--- src/cbd_pkg.sv ---
package cbd_pkg;

    // Width of the chunk size counter; sizes needing more bits are errors.
    localparam int SIZE_BITS = 32;

    localparam int BYTE_W  = 8;
    localparam int EVENT_W = 2;

    // Result kinds carried on the result channel's tuser.
    localparam logic [EVENT_W-1:0] EV_PAYLOAD  = 2'd0;
    localparam logic [EVENT_W-1:0] EV_COMPLETE = 2'd1;
    localparam logic [EVENT_W-1:0] EV_ERROR    = 2'd2;

    typedef struct packed {
        logic [BYTE_W-1:0] body_byte;
        logic              restart;
    } item_t;

    typedef struct packed {
        logic [BYTE_W-1:0]  payload_byte;
        logic [EVENT_W-1:0] event_res;
    } result_t;

    // Bit 4 flags a hex digit, bits 3:0 carry its value.
    function automatic logic [4:0] hex_digit(input logic [BYTE_W-1:0] c);
        logic [4:0] r;
        r = 5'd0;
        if (c >= 8'h30 && c <= 8'h39) begin
            r = {1'b1, 4'(c - 8'h30)};
        end else if (c >= 8'h61 && c <= 8'h66) begin
            r = {1'b1, 4'(c - 8'h57)};
        end else if (c >= 8'h41 && c <= 8'h46) begin
            r = {1'b1, 4'(c - 8'h37)};
        end
        return r;
    endfunction

endpackage

--- src/cbd_in_reg.sv ---
module cbd_in_reg (
    input  logic                 aclk,
    input  logic                 aresetn,
    input  logic                 s_tvalid,
    output logic                 s_tready,
    input  logic [7:0]           s_tdata,   // body_byte
    input  logic                 s_tuser,   // restart
    input  logic                 advance,
    output logic                 item_valid,
    output cbd_pkg::item_t       item
);
    import cbd_pkg::*;

    logic  valid_reg;
    item_t item_reg;

    // The register can take a new beat when empty or when its item moves on.
    assign s_tready   = !valid_reg || advance;
    assign item_valid = valid_reg;
    assign item       = item_reg;

    always_ff @(posedge aclk) begin
        if (!aresetn) begin
            valid_reg <= 1'b0;
        end else if (s_tready) begin
            valid_reg <= s_tvalid;
        end
    end

    always_ff @(posedge aclk) begin
        if (s_tvalid && s_tready) begin
            item_reg.body_byte <= s_tdata;
            item_reg.restart   <= s_tuser;
        end
    end

endmodule

--- src/cbd_parser.sv ---
module cbd_parser (
    input  logic                 aclk,
    input  logic                 aresetn,
    input  logic                 fire,
    input  cbd_pkg::item_t       item,
    output logic                 res_valid,
    output cbd_pkg::result_t     res
);
    import cbd_pkg::*;

    localparam logic [2:0] PH_LEAD   = 3'd0;
    localparam logic [2:0] PH_DIGITS = 3'd1;
    localparam logic [2:0] PH_EXT    = 3'd2;
    localparam logic [2:0] PH_DATA   = 3'd3;
    localparam logic [2:0] PH_TAIL   = 3'd4;
    localparam logic [2:0] PH_TAILCR = 3'd5;
    localparam logic [2:0] PH_DONE   = 3'd6;
    localparam logic [2:0] PH_ERROR  = 3'd7;

    localparam logic [7:0] CH_LF    = 8'h0A;
    localparam logic [7:0] CH_CR    = 8'h0D;
    localparam logic [7:0] CH_TAB   = 8'h09;
    localparam logic [7:0] CH_VT    = 8'h0B;
    localparam logic [7:0] CH_FF    = 8'h0C;
    localparam logic [7:0] CH_SPACE = 8'h20;
    localparam logic [7:0] CH_ZERO  = 8'h30;
    localparam logic [7:0] CH_X_LO  = 8'h78;
    localparam logic [7:0] CH_X_UP  = 8'h58;

    logic [2:0]           phase_reg, phase_next, phase_cur;
    logic [SIZE_BITS-1:0] count_reg, count_next, count_cur;
    logic                 lz_reg, lz_next, lz_cur;
    logic [7:0]           c;
    logic [4:0]           hex;
    logic                 is_blank;
    logic                 size_done;

    assign c        = item.body_byte;
    assign hex      = hex_digit(c);
    assign is_blank = (c == CH_SPACE) || (c == CH_TAB) || (c == CH_VT) ||
                      (c == CH_FF) || (c == CH_CR);

    always_comb begin
        // A restart beat sees the decoder as just out of reset.
        phase_cur = item.restart ? PH_LEAD : phase_reg;
        count_cur = item.restart ? '0 : count_reg;
        lz_cur    = item.restart ? 1'b0 : lz_reg;

        phase_next       = phase_cur;
        count_next       = count_cur;
        lz_next          = lz_cur;
        size_done        = 1'b0;
        res_valid        = 1'b0;
        res.payload_byte = '0;
        res.event_res    = EV_PAYLOAD;

        unique case (phase_cur)
            PH_LEAD: begin
                if (c == CH_LF) begin
                    size_done = 1'b1;
                end else if (is_blank) begin
                    phase_next = PH_LEAD;
                end else if (c == CH_ZERO) begin
                    count_next = '0;
                    lz_next    = 1'b1;
                    phase_next = PH_DIGITS;
                end else if (hex[4]) begin
                    count_next = SIZE_BITS'(hex[3:0]);
                    phase_next = PH_DIGITS;
                end else begin
                    phase_next = PH_EXT;
                end
            end
            PH_DIGITS: begin
                lz_next = 1'b0;
                if (lz_cur && (c == CH_X_LO || c == CH_X_UP)) begin
                    phase_next = PH_DIGITS;
                end else if (hex[4]) begin
                    if (count_cur[SIZE_BITS-1 -: 4] != 4'd0) begin
                        phase_next    = PH_ERROR;
                        res_valid     = 1'b1;
                        res.event_res = EV_ERROR;
                    end else begin
                        count_next = {count_cur[SIZE_BITS-5:0], hex[3:0]};
                    end
                end else if (c == CH_LF) begin
                    size_done = 1'b1;
                end else begin
                    phase_next = PH_EXT;
                end
            end
            PH_EXT: begin
                if (c == CH_LF) begin
                    size_done = 1'b1;
                end
            end
            PH_DATA: begin
                count_next       = count_cur - SIZE_BITS'(1);
                res_valid        = 1'b1;
                res.payload_byte = c;
                if (count_cur == SIZE_BITS'(1)) begin
                    phase_next = PH_TAIL;
                end
            end
            PH_TAIL: begin
                if (c == CH_CR) begin
                    phase_next = PH_TAILCR;
                end else if (c == CH_LF) begin
                    phase_next = PH_LEAD;
                end else begin
                    phase_next    = PH_ERROR;
                    res_valid     = 1'b1;
                    res.event_res = EV_ERROR;
                end
            end
            PH_TAILCR: begin
                if (c == CH_LF) begin
                    phase_next = PH_LEAD;
                end else begin
                    phase_next    = PH_ERROR;
                    res_valid     = 1'b1;
                    res.event_res = EV_ERROR;
                end
            end
            default: begin
                phase_next = phase_cur;
            end
        endcase

        // End of a size line: a zero size finishes the body, any other size opens the payload.
        if (size_done) begin
            lz_next = 1'b0;
            if (count_cur == '0) begin
                phase_next    = PH_DONE;
                res_valid     = 1'b1;
                res.event_res = EV_COMPLETE;
            end else begin
                phase_next = PH_DATA;
            end
        end
    end

    always_ff @(posedge aclk) begin
        if (!aresetn) begin
            phase_reg <= PH_LEAD;
            count_reg <= '0;
            lz_reg    <= 1'b0;
        end else if (fire) begin
            phase_reg <= phase_next;
            count_reg <= count_next;
            lz_reg    <= lz_next;
        end
    end

endmodule

--- src/cbd_out_reg.sv ---
module cbd_out_reg (
    input  logic                 aclk,
    input  logic                 aresetn,
    input  logic                 fire,
    input  logic                 res_valid,
    input  cbd_pkg::result_t     res,
    output logic                 free,
    output logic                 m_tvalid,
    input  logic                 m_tready,
    output logic [7:0]           m_tdata,   // payload_byte
    output logic [1:0]           m_tuser    // event_res
);
    import cbd_pkg::*;

    logic    valid_reg;
    result_t res_reg;

    // Free when empty or when the held beat leaves this cycle.
    assign free     = !valid_reg || m_tready;
    assign m_tvalid = valid_reg;
    assign m_tdata  = res_reg.payload_byte;
    assign m_tuser  = res_reg.event_res;

    always_ff @(posedge aclk) begin
        if (!aresetn) begin
            valid_reg <= 1'b0;
        end else if (free) begin
            valid_reg <= fire && res_valid;
        end
    end

    always_ff @(posedge aclk) begin
        if (fire && res_valid) begin
            res_reg <= res;
        end
    end

endmodule

--- src/http_chunked_body_decode.sv ---
// Chunked transfer body decoder.
// The slave channel carries the raw message body one byte per beat; tuser
// set on a beat clears the decoder before that byte is parsed. The master
// channel carries decoded payload bytes (tuser = 0), one completion beat
// (tuser = 1) when a zero-size chunk line ends, or one error beat (tuser = 2)
// for a size overflow or a chunk not closed by CRLF or LF. Framing bytes
// produce no beat at all. After completion or an error, bytes are swallowed
// until a beat with restart set arrives.
// Each accepted byte is held in an input register, is parsed by the state
// logic and its result lands in the output register. One byte per cycle
// is sustained while the receiver keeps tready high; the rate is set by the
// single parse step between the two registers, which also updates the phase
// and the chunk size counter.
// Reset (aresetn low, sampled on aclk) empties both registers and puts the
// parser at the start of a size line. When the receiver holds tready low,
// the output register keeps its beat, the input register keeps the next byte,
// and s_tready drops until the output register frees up.
module http_chunked_body_decode (
    input  logic        aclk,
    input  logic        aresetn,
    input  logic        s_tvalid,
    output logic        s_tready,
    input  logic [7:0]  s_tdata,    // body_byte
    input  logic        s_tuser,    // restart
    output logic        m_tvalid,
    input  logic        m_tready,
    output logic [7:0]  m_tdata,    // payload_byte
    output logic [1:0]  m_tuser     // event_res
);
    import cbd_pkg::*;

    item_t   item;
    result_t res;
    logic    item_valid;
    logic    out_free;
    logic    res_valid;
    logic    advance;

    // The held byte is parsed when the output register can take its result.
    assign advance = item_valid && out_free;

    cbd_in_reg u_in (
        .aclk       (aclk),
        .aresetn    (aresetn),
        .s_tvalid   (s_tvalid),
        .s_tready   (s_tready),
        .s_tdata    (s_tdata),
        .s_tuser    (s_tuser),
        .advance    (advance),
        .item_valid (item_valid),
        .item       (item)
    );

    cbd_parser u_parser (
        .aclk      (aclk),
        .aresetn   (aresetn),
        .fire      (advance),
        .item      (item),
        .res_valid (res_valid),
        .res       (res)
    );

    cbd_out_reg u_out (
        .aclk      (aclk),
        .aresetn   (aresetn),
        .fire      (advance),
        .res_valid (res_valid),
        .res       (res),
        .free      (out_free),
        .m_tvalid  (m_tvalid),
        .m_tready  (m_tready),
        .m_tdata   (m_tdata),
        .m_tuser   (m_tuser)
    );

endmodule

--- config.mk ---
export PLATFORM = sky130hd
export DESIGN_NAME = http_chunked_body_decode
export DESIGN_NICKNAME = d
export VERILOG_FILES = /design/src/cbd_pkg.sv /design/src/cbd_in_reg.sv /design/src/cbd_parser.sv /design/src/cbd_out_reg.sv /design/src/http_chunked_body_decode.sv
export SDC_FILE = /design/constraint.sdc
export NUM_CORES = 1
export LEC_CHECK = 0
export BUFFER_PORTS_ARGS = -buffer_cell sky130_fd_sc_hd__buf_2
export CELL_PAD_IN_SITES_DETAIL_PLACEMENT = 0
export CELL_PAD_IN_SITES_GLOBAL_PLACEMENT = 2
export CORE_MARGIN = 2
export CORE_UTILIZATION = 37
export CTS_CLUSTER_DIAMETER = 50
export DETAILED_ROUTE_END_ITERATION = 8
export PLACE_DENSITY_LB_ADDON = 0.25
export REMOVE_ABC_BUFFERS = 1
export SYNTH_ARGS = -nofsm -noshare
export SYNTH_HDL_FRONTEND = slang
export SYNTH_SLANG_ARGS = --single-unit
--- constraint.sdc ---
create_clock -name aclk -period 3.4 [get_ports aclk]
set_clock_uncertainty 0.15 [all_clocks]
set_input_delay 0 -clock aclk [delete_from_list [all_inputs] [get_ports aclk]]
set_output_delay 0 -clock aclk [all_outputs]
set_load 0.02 [all_outputs]
# After elaboration in Yosys (flattened, before gate mapping)
# Cells that the tools add are included.
[word_totals] rom_bits=0 elab_cells=107 inputBits=13 ff_bits=57 n_memories=0 latchBits=0 ram_bits=0
[classes] n_shift=0 n_bitwise=0 muxes=53 multipliers=0 order_cmp=6 n_eq_ne=15 add_sub_neg=4 n_div=0 reduce_logical=20
[ops] op="32-bit two-way mux" n=8
[ops] op="32-bit one-hot mux with 3 select lines" n=1
[ops] op="8-bit by 4-bit equality test with 1-bit output, second input constant" n=5
[ops] op="3-bit two-way mux" n=13
[ops] op="32-bit by 1-bit equality test with 1-bit output, second input constant" n=1
[ops] op="32-bit zero test" n=1
[ops] op="32-bit by 1-bit subtractor with 32-bit output, second input constant" n=1
[ops] op="8-bit by 6-bit equality test with 1-bit output, second input constant" n=2
[ops] op="8-bit by 7-bit equality test with 1-bit output, second input constant" n=2
[ops] op="8-bit by 7-bit greater-or-equal comparator with 1-bit output, second input constant" n=2
[ops] op="8-bit by 7-bit less-or-equal comparator with 1-bit output, second input constant" n=2
[ops] op="2-bit two-way mux" n=8
[ops] op="1-bit two-way mux" n=15
[ops] op="5-bit two-way mux" n=3
[ops] op="3-bit one-hot mux with 5 select lines" n=1
[ops] op="8-bit by 6-bit greater-or-equal comparator with 1-bit output, second input constant" n=1
[ops] op="8-bit by 6-bit less-or-equal comparator with 1-bit output, second input constant" n=1
[ops] op="4-bit by 3-bit subtractor with 4-bit output, second input constant" n=2
[ops] op="1-bit logical AND" n=7
[ops] op="1-bit logical OR" n=7
[ops] op="3-bit by 2-bit equality test with 1-bit output, second input constant" n=2
[ops] op="3-bit equality test, second input constant" n=2
[ops] op="2-bit one-hot mux with 3 select lines" n=1
[ops] op="1-bit one-hot mux with 2 select lines" n=2
[ops] op="other kinds (7)" n=8

# Depth between registers and ports, before layout
# Gate-level depths: netlist (run 1).
[depth] depth_word=11 depth_mapped=11 ltp_nobuf=10

# Cells and area by module
# A second synthesis (run 1) with hierarchy kept.
[unflattened] hier_cells=496 hier_area_um2=4052.6
[by_module_without_submodules] mod="cbd_parser" n_inst=1 area_each_um2=3365.7 seq_area_each_um2=720.7 cells_per_inst=466
[by_module_without_submodules] mod="cbd_out_reg" n_inst=1 area_each_um2=352.8 seq_area_each_um2=320.3 cells_per_inst=15
[by_module_without_submodules] mod="cbd_in_reg" n_inst=1 area_each_um2=327.8 seq_area_each_um2=290.3 cells_per_inst=14
[by_module_without_submodules] mod="http_chunked_body_decode" n_inst=1 area_each_um2=6.3 seq_area_each_um2=0.0 cells_per_inst=1

# Worst setup path after synthesis (run 1)
# OpenSTA, ideal clock, no wires.
[synth_path] kind="register to register" start="register u_in.item_reg (netlist bit u_in.item[5])" end="register u_out.res_reg (netlist bit u_out.m_tdata[0]) (enable)" slack_ps=388 arrival_time_ps=2478 path_stages_with_launch=7 setup_ps=383 required_time_ps=2867 period_less_slack_ps=3012 path_buffers=0 path_cell_list="edfxtp_1 -> or4b_4 -> nor3_1 -> nor2_1 -> or3_1 -> and2_1 -> a31oi_1"
[synth_between] elab_chain_len=11
[synth_rtl] element="start, declared" line_no="cbd_in_reg.sv:15" source="item_t item_reg;"
[synth_rtl] element="8-bit by 7-bit greater-or-equal comparator with 1-bit output or 8-bit by 7-bit less-or-equal comparator with 1-bit output (tied branches)" line_no="cbd_pkg.sv:32" source="end else if (c >= 8'h41 && c <= 8'h46) begin"
[synth_rtl] element="1-bit logical AND" line_no="cbd_pkg.sv:32"
[synth_rtl] element="5-bit two-way mux" line_no="cbd_pkg.sv:32"
[synth_rtl] element="5-bit two-way mux" line_no="cbd_pkg.sv:30" source="end else if (c >= 8'h61 && c <= 8'h66) begin"
[synth_rtl] element="5-bit two-way mux" line_no="cbd_pkg.sv:28" source="if (c >= 8'h30 && c <= 8'h39) begin"
[synth_rtl] element="1-bit two-way mux" line_no="cbd_parser.sv:78" source="end else if (hex[4]) begin"
[synth_rtl] element="1-bit two-way mux" line_no="cbd_parser.sv:76" source="if (lz_cur && (c == CH_X_LO || c == CH_X_UP)) begin"
[synth_rtl] element="1-bit one-hot mux with 4 select lines" line_no="cbd_parser.sv:57" source="unique case (phase_cur)"
[synth_rtl] element="1-bit two-way mux" line_no="cbd_parser.sv:133" source="if (count_cur == '0) begin"
[synth_rtl] element="1-bit two-way mux *" line_no="cbd_parser.sv:131" source="if (size_done) begin"
[synth_rtl] element="1-bit logical AND *" line_no="cbd_out_reg.sv:33" source="if (fire && res_valid) begin"
[synth_rtl] element="end signal, assigned" line_no="cbd_out_reg.sv:34" source="res_reg <= res;"
[synth_rtl] element="end, declared" line_no="cbd_out_reg.sv:16" source="result_t res_reg;"
# Every way passes the cells marked *; elsewhere a longest branch is shown, timed or not.
# A chain may end at the register's enable or synchronous reset.

# Final worst setup path (run 1)
[layout_path] start="register u_in.item_reg (netlist bit u_in.item[8])" end="register u_parser.count_reg[25]"
[layout_between] elab_chain_len=10
[layout_rtl] element="8-bit by 7-bit greater-or-equal comparator with 1-bit output or 8-bit by 7-bit less-or-equal comparator with 1-bit output (tied branches)" line_no="cbd_pkg.sv:32"
[layout_rtl] element="1-bit logical AND" line_no="cbd_pkg.sv:32"
[layout_rtl] element="5-bit two-way mux" line_no="cbd_pkg.sv:32"
[layout_rtl] element="5-bit two-way mux" line_no="cbd_pkg.sv:30"
[layout_rtl] element="5-bit two-way mux" line_no="cbd_pkg.sv:28"
[layout_rtl] element="32-bit two-way mux" line_no="cbd_parser.sv:67" source="end else if (hex[4]) begin"
[layout_rtl] element="32-bit two-way mux" line_no="cbd_parser.sv:63" source="end else if (c == CH_ZERO) begin"
[layout_rtl] element="32-bit two-way mux" line_no="cbd_parser.sv:61" source="end else if (is_blank) begin"
[layout_rtl] element="32-bit two-way mux" line_no="cbd_parser.sv:59" source="if (c == CH_LF) begin"
[layout_rtl] element="32-bit one-hot mux with 3 select lines *" line_no="cbd_parser.sv:57"
[layout_rtl] element="end signal, assigned" line_no="cbd_parser.sv:150" source="count_reg <= count_next;"
[layout_rtl] element="end, declared" line_no="cbd_parser.sv:31" source="logic [SIZE_BITS-1:0] count_reg, count_next, count_cur;"
# Marks and branches as above.

==> metrics, run 1 <==
status=complete, no violations; Synth area leader=dfxtp_1; Placer Congestion=0.883; CP endpoint kind=register; area grow syn2layout=19.6%; # rows=38; most common cell after layout, fill and taps aside=buf_4; pre-CTS WS=0.0341 ns; initial antenna violation count=0; critical path class=register to register; Remaining Overflow, GRT=0; buffers added on ports=24; n_diodes=0; CTS tree=yes; DR vias=4372; maximum vdd drop=0.228 mV; Max stage delay on crit path=0.87 ns; TritonRoute pass-1 iters=5; crit-path cells=or4b_4 > or3_1 > a211oi_4 > and2_1 > a22o_1 > o21a_1; register bit total from synthesis=57; CP startpoint kind=register; Core Region=10800 um^2; max reg flops=32; share of cells above drive strength 1=0.200; Die Area=11900 um^2; endpoints failing hold=0; overall power=1.71 mW; Crit-path slowest cell=a211oi_4; Syn Area/Cell=8.04 um^2; Root Driver=clkbuf_8; CP Max Fanout=18; EDFF count, synth=19; drt total wl=14700 um; Final ANT Viol Nets=0; post-synthesis sequential area ratio=0.327; Final setup viols=0; Max H-tree Level=3; Final nets=585; P_leak=around 1.7 nW; mean routed wirelength per cell=between 20 and 25 um; total track usage=0.260; Synth area leaders=dfxtp_1 (19%), edfxtp_1 (14%), a21oi_1 (4.8%), o21ai_0 (4.3%), nor2_1 (4.2%); Post-synth ARST share=0; Horiz. Die Dim=about 110 um; Slew @ Worst Pin=between 0.9 and 1 ns; Post CTS Setup Buffer Count=0; fin. max-slew vios=0; max_cap viols=0; Cell variety after synth=79; crit path time final=3.13 ns; DPL Wire Length=just over 10000 um; Critical Path AT=3.29 ns; largest net degree at the start of global routing=33; Final Cycle Share=0.921; placed cell count=679; global-route wire length before repair=23300 um; later-pin clock latency in the skew report=around 0.37 ns; data required time at the worst endpoint=between 3 and 4 ns; Power per Cell Area=352 nW/um^2; RSZ-0062 raised after global routing=no; DRC=0; final hold slack=0.194 ns; die height=109 um; Starting Density=0.377; commonest cells after routing, fill and taps aside=buf_4 (49), nor2_1 (46), a21oi_1 (39); Max Clk Rate=about 0.32 GHz; Mapped Cells=506; Final Non-Filler Cells=approximately 700; Final Core Density=0.451; Clock Tree Buf Depth=2; Slew HR=0.364; Num CTS Buffers=9; area fraction of the dominant cell type after synthesis=0.187; synthesized area=4070 um^2; Sink Count=57; Worst Hold Class=primary input to register; Main synth FF type=dfxtp_1; I/O pin cnt=25; Clock transition at path regs=about 0.07 ns; Initial DRC Count=458; Final WS setup=between 0.2 and 0.3 ns; vias in the first global route=4091; yosys warns=0; post-DR vias/cell=6.17
## per-stage QoR
step / instance area (um^2) / setup TNS (ns)
final: 4870 / 0
after global routing: 4870 / 0
after CTS: 4860 / 0
after detailed placement: 4550 / 0
after global placement: 4550 / 0
after floorplan: 3850 / -3.00
## per-layer routing
metal  track usage  up-vias  wire length, um
li1              -     2057                -
met1         0.388     2108             7020
met2         0.375      183             6310
met3        0.0592       24             1160
met4        0.0641        0              227
met5             0        -                0
## worst paths after layout
path,start,endpoint,slack [ns],cells past startpoint
worst max-delay path,u_in.item[8],u_parser.count_reg[25],0.27,6
worst min register to register,u_parser.count_reg[31],u_parser.count_reg[31],0.35,2
worst max register to register,u_in.item[8],u_parser.count_reg[25],0.27,6
worst min-delay path,s_tdata[2],u_in.item[3],0.19,2
## critical path, delay by kind of cell (launching register included)
family | cells | cell delay, ns
AO/OA/AOI/OAI | 3 | 1.12
flip-flops | 1 | 0.40
AND/OR/NAND/NOR | 3 | 1.39
## area by class of cell
type | instances | area, um^2
clock buffers | 9 | 124
clock inverters | 7 | 47.5
fillers | 1068 | 5920
inverters | 13 | 48.8
multi-input cells | 395 | 2490
flip-flops and latches | 57 | 1330
well taps | 140 | 175
repair buffers | 88 | 648
## cells in the mapped netlist (all sizes together), types with 5 or more instances
cell    count
and2       11
inv        11
nand2      33
nand2b      6
o21ai      41
and3        5
nor2b      10
nand3      15
a22oi      11
o22ai      11
a32oi       5
dfxtp      38
clkbuf     32
nor2       48
a21oi      40
ha          8
nor3       21
buf         9
a221oi      6
edfxtp     19
nor4       23
a31oi      12
o211ai     11
a211oi      8
## power by group
part	internal (mW)	total [mW]	switching, mW	leakage (nW)
combinational	0.146	0.382	0.235	1.19
sequential	0.725	0.751	0.0253	0.469
clock	0.260	0.582	0.321	0.0749
## cell families after synthesis
| family | Yosys count | synth area share |
|---|---|---|
| and+or+nand+nor | 193 | 0.251 |
| xor gates and xnor gates | 7 | 0.0151 |
| adders and majority gates | 8 | 0.0246 |
| AOI/OAI and AO/OA | 185 | 0.312 |
| muxes | 2 | 0.00492 |
| DFF | 57 | 0.327 |
| buffers and inverters | 54 | 0.0655 |
## repair_timing
item                                   4_1_cts  5_1_grt
resized for setup                            0        1
setup endpoints to repair                    0       10
endpoints found under the hold margin       13        0
hold buffers                                14        0
Power figures use the tool's default switching activity.
==> inputs of run 2 (changes only) <==
--- a/config.mk
+++ b/config.mk
@@ -9,8 +9,8 @@
 export CELL_PAD_IN_SITES_DETAIL_PLACEMENT = 0
 export CELL_PAD_IN_SITES_GLOBAL_PLACEMENT = 2
 export CORE_MARGIN = 2
-export CORE_UTILIZATION = 37
-export CTS_CLUSTER_DIAMETER = 50
+export CORE_UTILIZATION = 35
+export CTS_CLUSTER_DIAMETER = 40
 export DETAILED_ROUTE_END_ITERATION = 8
 export PLACE_DENSITY_LB_ADDON = 0.25
 export REMOVE_ABC_BUFFERS = 1
==> run 2 against run 1 <==
  * Combinational power shrank 6.8%
  * Cell count shrank 2.5%
  * First-iteration DRC count shrank 26%
  * Clock-buffer cell count grew 2
  * Via count shrank 2.4%
  * Setup slack gained 0.032 ns
  * Global-route usage shrank 2.2 points
  * Highest routed layer unchanged
  * Total power grew 28%
  * Utilization shrank 2.2 points
  * Maximum frequency grew 1.0%
==> metrics, run 2 (synthesis gave the netlist of run 1 again) <==
status=complete, no violations; CTS tree=yes; die height=112 um (+2.7%); crit path time final=3.10 ns (-0.0321 ns); Worst Hold Class=primary input to register; R2R setup slack=0.30 ns (+0.03 ns); hold buffers post-CTS=14 (unchanged); post-DR vias/cell=6.18 (+0.14%); Post CTS Setup Buffer Count=0 (unchanged); I/O pin cnt=25 (unchanged); buffers added on ports=24 (unchanged); Final Cycle Share=0.912 (-0.00943); # resized after CTS=0 (unchanged); drt total wl=14400 um (-1.9%); critical path class=register to register; Root Driver=clkbuf_16; most common cell after layout, fill and taps aside=nor2_1; CP endpoint kind=register; largest net degree at the start of global routing=33 (unchanged); maximum vdd drop=0.294 mV (+29%); n_diodes=0 (unchanged); CP Max Fanout=10 (-8); TritonRoute pass-1 iters=7 (+2); fin. max-slew vios=0 (unchanged); post-route setup TNS=0 ns (unchanged); Slew HR=0.507 (+0.143); Remaining Overflow, GRT=0 (unchanged); DRC=0 (unchanged); Critical Path AT=3.04 ns (-0.25 ns); Placer Congestion=0.885 (+0.17%); Worst Hold Path EP=u_in.item[3]; Clock transition at path regs=0.05 ns (-0.02 ns); Final setup viols=0 (unchanged); global-route wire length before repair=23100 um (-0.92%); # rows=39 (+2.6%); Initial DRC Count=340 (-26%); origin of the worst min-delay path=s_tdata[2]; worst r2r dst=u_out.m_tdata[5]; Max H-tree Level=3 (unchanged); Slew @ Worst Pin=0.733 ns (-0.218 ns); commonest cells after routing, fill and taps aside=nor2_1 (46), a21oi_1 (39), dfxtp_1 (38); Power per Cell Area=450 nW/um^2 (+28%); DPL Wire Length=9750 um (-3.3%); footprint of the multi-input gates=2490 um^2 (-0.25%); vias in the first global route=3977 (-2.8%); max reg flops=32 (unchanged); Starting Density=0.358 (-0.0191); storage element area=1330 um^2 (unchanged); Fillers=1132 (+6.0%); data required time at the worst endpoint=3.34 ns (-0.22 ns); Final nets=564 (-3.6%); initial antenna violation count=0 (unchanged); FF-to-FF Start=u_in.item[1]; total track usage=0.238 (-0.0220); mean routed wirelength per cell=20.9 um (+0.61%); Final ANT Viol Nets=0 (unchanged); Clock Tree Buf Depth=2 (unchanged); Core Region=11400 um^2 (+5.3%); later-pin clock latency in the skew report=0.35 ns (-0.02 ns); area grow syn2layout=20.0%; endpoints failing hold=0 (unchanged); Horiz. Die Dim=112 um (+2.7%); RSZ-0062 raised after global routing=no; CP startpoint kind=register; Max Clk Rate=0.323 GHz (+1.0%); P_leak=1.72 nW (-0.43%); Sink Count=57 (unchanged); hold-critical path depth=2 (unchanged); max_cap viols=0 (unchanged); DR vias=4267 (-2.4%); Die Area=12500 um^2 (+5.5%); Final Non-Filler Cells=691 (-2.5%); Num CTS Buffers=9 (unchanged); R2R cell count=8 (+2); share of cells above drive strength 1=0.168 (-0.0325); placed cell count=661 (-2.7%)
## run 2: worst max path at each step
stage	startpoint	endpoint	slack, ns	cells after the start
4_1_cts	u_in.item[1]	u_out.m_tdata[3]	0.33	8
3_3_place_gp	u_in.item[1]	u_parser.count_reg[23]	0.43	8
3_5_place_dp	u_in.item[1]	u_out.m_tdata[3]	0.35	8
2_1_floorplan	u_in.item[0]	u_parser.count_reg[28]	-0.29	8
5_1_grt	u_in.item[1]	u_out.m_tuser[1]	0.15	8
6_report	u_in.item[1]	u_out.m_tdata[5]	0.30	8
## run 2: per-stage QoR
stage / cell area (um^2) / power, mW / hold slack, ns / utilization / worst slack [ns]
3_5_place_dp: 4400 / 1.11 / 0.0296 / 0.387 / 0.346
6_report: 4880 / 2.19 / 0.218 / 0.429 / 0.300
5_1_grt: 4880 / 2.28 / 0.215 / 0.429 / 0.152
3_3_place_gp: 4400 / 1.11 / 0.0279 / 0.387 / 0.434
2_1_floorplan: 3850 / 0.973 / -0.0511 / - / -0.291
4_1_cts: 4880 / 2.20 / 0.210 / 0.429 / 0.335
## run 2: area by class of cell
class,count,share of cell area
multi-input combinational,395,0.509
sequential,57,0.273
timing repair buffer,67,0.100
clock buffer,11,0.0497
tap,143,0.0366
clock inverter,5,0.0210
inverter,13,0.00999
## run 2: where the power goes
part / leakage [nW] / switching (mW) / internal (mW)
logic: 1.09 / 0.225 / 0.132
registers: 0.469 / 0.0324 / 0.727
clock network: 0.166 / 0.345 / 0.734
## run 2: critical path, cell delays in order, from the launching register on
cell      delay, ns
edfxtp_1       0.46
inv_1          0.17
ha_1           0.23
or4bb_2        0.69
o21ai_2        0.40
a21oi_1        0.18
nand4_1        0.22
a31oi_1        0.12
buf_4          0.22
## run 2: metal layers
layer | routed length [um] | global-route usage
met5 | 0 | 0
met4 | 259 | 0.0765
met3 | 997 | 0.0484
met2 | 6290 | 0.353
met1 | 6880 | 0.346
==> inputs of run 3 (changes only) <==
--- a/config.mk
+++ b/config.mk
@@ -8,10 +8,12 @@
 export BUFFER_PORTS_ARGS = -buffer_cell sky130_fd_sc_hd__buf_2
 export CELL_PAD_IN_SITES_DETAIL_PLACEMENT = 0
 export CELL_PAD_IN_SITES_GLOBAL_PLACEMENT = 2
+export CORE_ASPECT_RATIO = 1.2
 export CORE_MARGIN = 2
 export CORE_UTILIZATION = 35
 export CTS_CLUSTER_DIAMETER = 40
 export DETAILED_ROUTE_END_ITERATION = 8
+export MAX_ROUTING_LAYER = met4
 export PLACE_DENSITY_LB_ADDON = 0.25
 export REMOVE_ABC_BUFFERS = 1
 export SYNTH_ARGS = -nofsm -noshare
==> run 3 against run 2 <==
  * Non-clock buffer count down 5
  * Critical path depth unchanged
  * Hold slack worse by 0.21 ns
  * Global-route usage up 1.3 points
  * Wire length up 1.2%
  * Cell count up 1.3%
  * Clock power down 19%
  * Sequential share of layout area up 0.49 points
  * Highest routed layer unchanged
  * First-iteration DRC count down 9.7%
==> metrics, run 3 (synthesis gave the netlist of run 1 again) <==
pre-CTS WS=0.331 ns (-0.0155 ns); Final Non-Filler Cells=700 (+1.3%); area grow syn2layout=17.8%; met1 usage=0.301 (-0.0442); share of cells above drive strength 1=0.162 (-0.00582); maximum vdd drop=0.241 mV (-18%); endpoints failing hold=0 (unchanged); buffers added on ports=24 (unchanged); DPL Wire Length=10300 um (+5.4%); RSZ-0062 raised after global routing=no; grt peak-use layer=met2; Clock Tree Buf Depth=2 (unchanged); Final WS setup=0.310 ns (+0.0102 ns); Clock transition at path regs=0.05 ns (about the same); placed cell count=672 (+1.7%); Post CTS Setup Buffer Count=0 (unchanged); Initial DRC Count=307 (-9.7%); overall power=1.98 mW (-9.8%); I/O pin cnt=25 (unchanged); initial antenna violation count=0 (unchanged); Final Cycle Share=0.909 (-0.00299); mean routed wirelength per cell=20.9 um (-0.14%); n_diodes=0 (unchanged); data required time at the worst endpoint=3.34 ns (about the same); CP startpoint kind=register; Placer Congestion=0.871 (-1.6%); CP endpoint kind=register; DRC=0 (unchanged); Root Driver=clkbuf_16; vias in the first global route=4193 (+5.4%); Slew HR=0.476 (-0.0312); Worst Hold Class=primary input to register; Num CTS Buffers=9 (unchanged); Core Region=11500 um^2 (+0.79%); fin. max-slew vios=0 (unchanged); post-DR vias/cell=6.10 (-1.2%); DR vias=4270 (+0.070%); Critical Path AT=3.03 ns (about the same); P_leak=1.67 nW (-2.7%); crit path time final=3.09 ns (-0.0102 ns); drt total wl=14600 um (+1.2%); TritonRoute pass-1 iters=6 (-1); Placed Instance Area=4390 um^2 (-0.11%); CTS tree=yes; Final setup viols=0 (unchanged); CP Max Fanout=10 (unchanged); # rows=43 (+10%); commonest cells after routing, fill and taps aside=nor2_1 (46), a21oi_1 (39), dfxtp_1 (38); Horiz. Die Dim=102 um (-8.4%); status=complete, no violations; most common cell after layout, fill and taps aside=nor2_1; total track usage=0.251 (+0.0129); global-route wire length before repair=23100 um (+0.36%); Sink Count=57 (unchanged); Max H-tree Level=3 (unchanged); Max Clk Rate=0.324 GHz (+0.33%); critical path class=register to register; Final ANT Viol Nets=0 (unchanged); Final Core Density=0.418 (-0.0109); Die Area=12500 um^2 (about the same); Slew @ Worst Pin=0.784 ns (+0.0517 ns); GRT met2 Usage=0.404 (+0.0509); largest net degree at the start of global routing=34 (+3.0%); Final nets=559 (-0.89%); Starting Density=0.355 (-0.00281); met3 usage=0.0390 (-0.00944); Remaining Overflow, GRT=0 (unchanged); Power per Cell Area=413 nW/um^2 (-8.1%); die height=122 um (+9.2%); finished layout cell area=4800 um^2 (-1.8%); max_cap viols=0 (unchanged); max reg flops=32 (unchanged); later-pin clock latency in the skew report=0.34 ns (about the same)
## run 3: changes by cell type in the layout (fill, tap and decap cells not counted), sizes merged
cell | before | now
dlygate4sd3 | 14 | 12
clkinvlp | 1 | 0
clkinv | 3 | 5
clkbuf | 11 | 13
buf | 53 | 50
bufinv | 3 | 0
## run 3: path summary, 6_finish.rpt
check,slack [ns],endpoint,cells past startpoint,start
max reg2reg,0.31,u_out.m_tdata[6],8,u_in.item[1]
max,0.31,u_out.m_tdata[6],8,u_in.item[1]
min,0.009,u_parser.count_reg[5],3,aresetn
min reg2reg,0.36,u_parser.count_reg[31],2,u_parser.count_reg[31]
## run 3: worst max-delay path: stages, from the launching register on
cell      delay (ns)
edfxtp_1        0.46
inv_1           0.16
ha_1            0.22
or4bb_2         0.69
o21ai_2         0.41
a21oi_1         0.19
nand4_1         0.22
a31oi_1         0.12
buf_4           0.23
## run 3: power by group
part           total, mW  leakage, nW  switching, mW  internal [mW]
Clock              0.870        0.143          0.322          0.547
Combinational      0.349         1.06          0.221          0.128
Sequential         0.762        0.469         0.0352          0.727
## run 3: cell type report
cell class                      count  area (um^2)
Fill cell                        1166         6660
Multi-Input combinational cell    395         2490
Sequential cell                    57         1330
Timing Repair Buffer               62          448
Clock buffer                       13          270
Tap cell                          157          196
Inverter                           13         48.8
Clock inverter                      3         13.8
## run 3: routing by layer
metal	vias up	part of all wire
li1	2013	-
met1	2032	0.41
met2	176	0.49
met3	49	0.055
met4	0	0.043
met5	-	0
## run 3: metrics by stage
step | hold WS [ns] | TNS, ns
6_report | 0.00946 | 0
5_1_grt | 0.0387 | 0
4_1_cts | 0.00351 | 0
3_5_place_dp | 0.0281 | 0
2_1_floorplan | -0.0511 | -3.00
3_3_place_gp | 0.0269 | 0
## run 3: repair_timing
action,CTS,global route
gates resized for setup,0,0
endpoints found under the hold margin,11,0
hold buffers,12,0
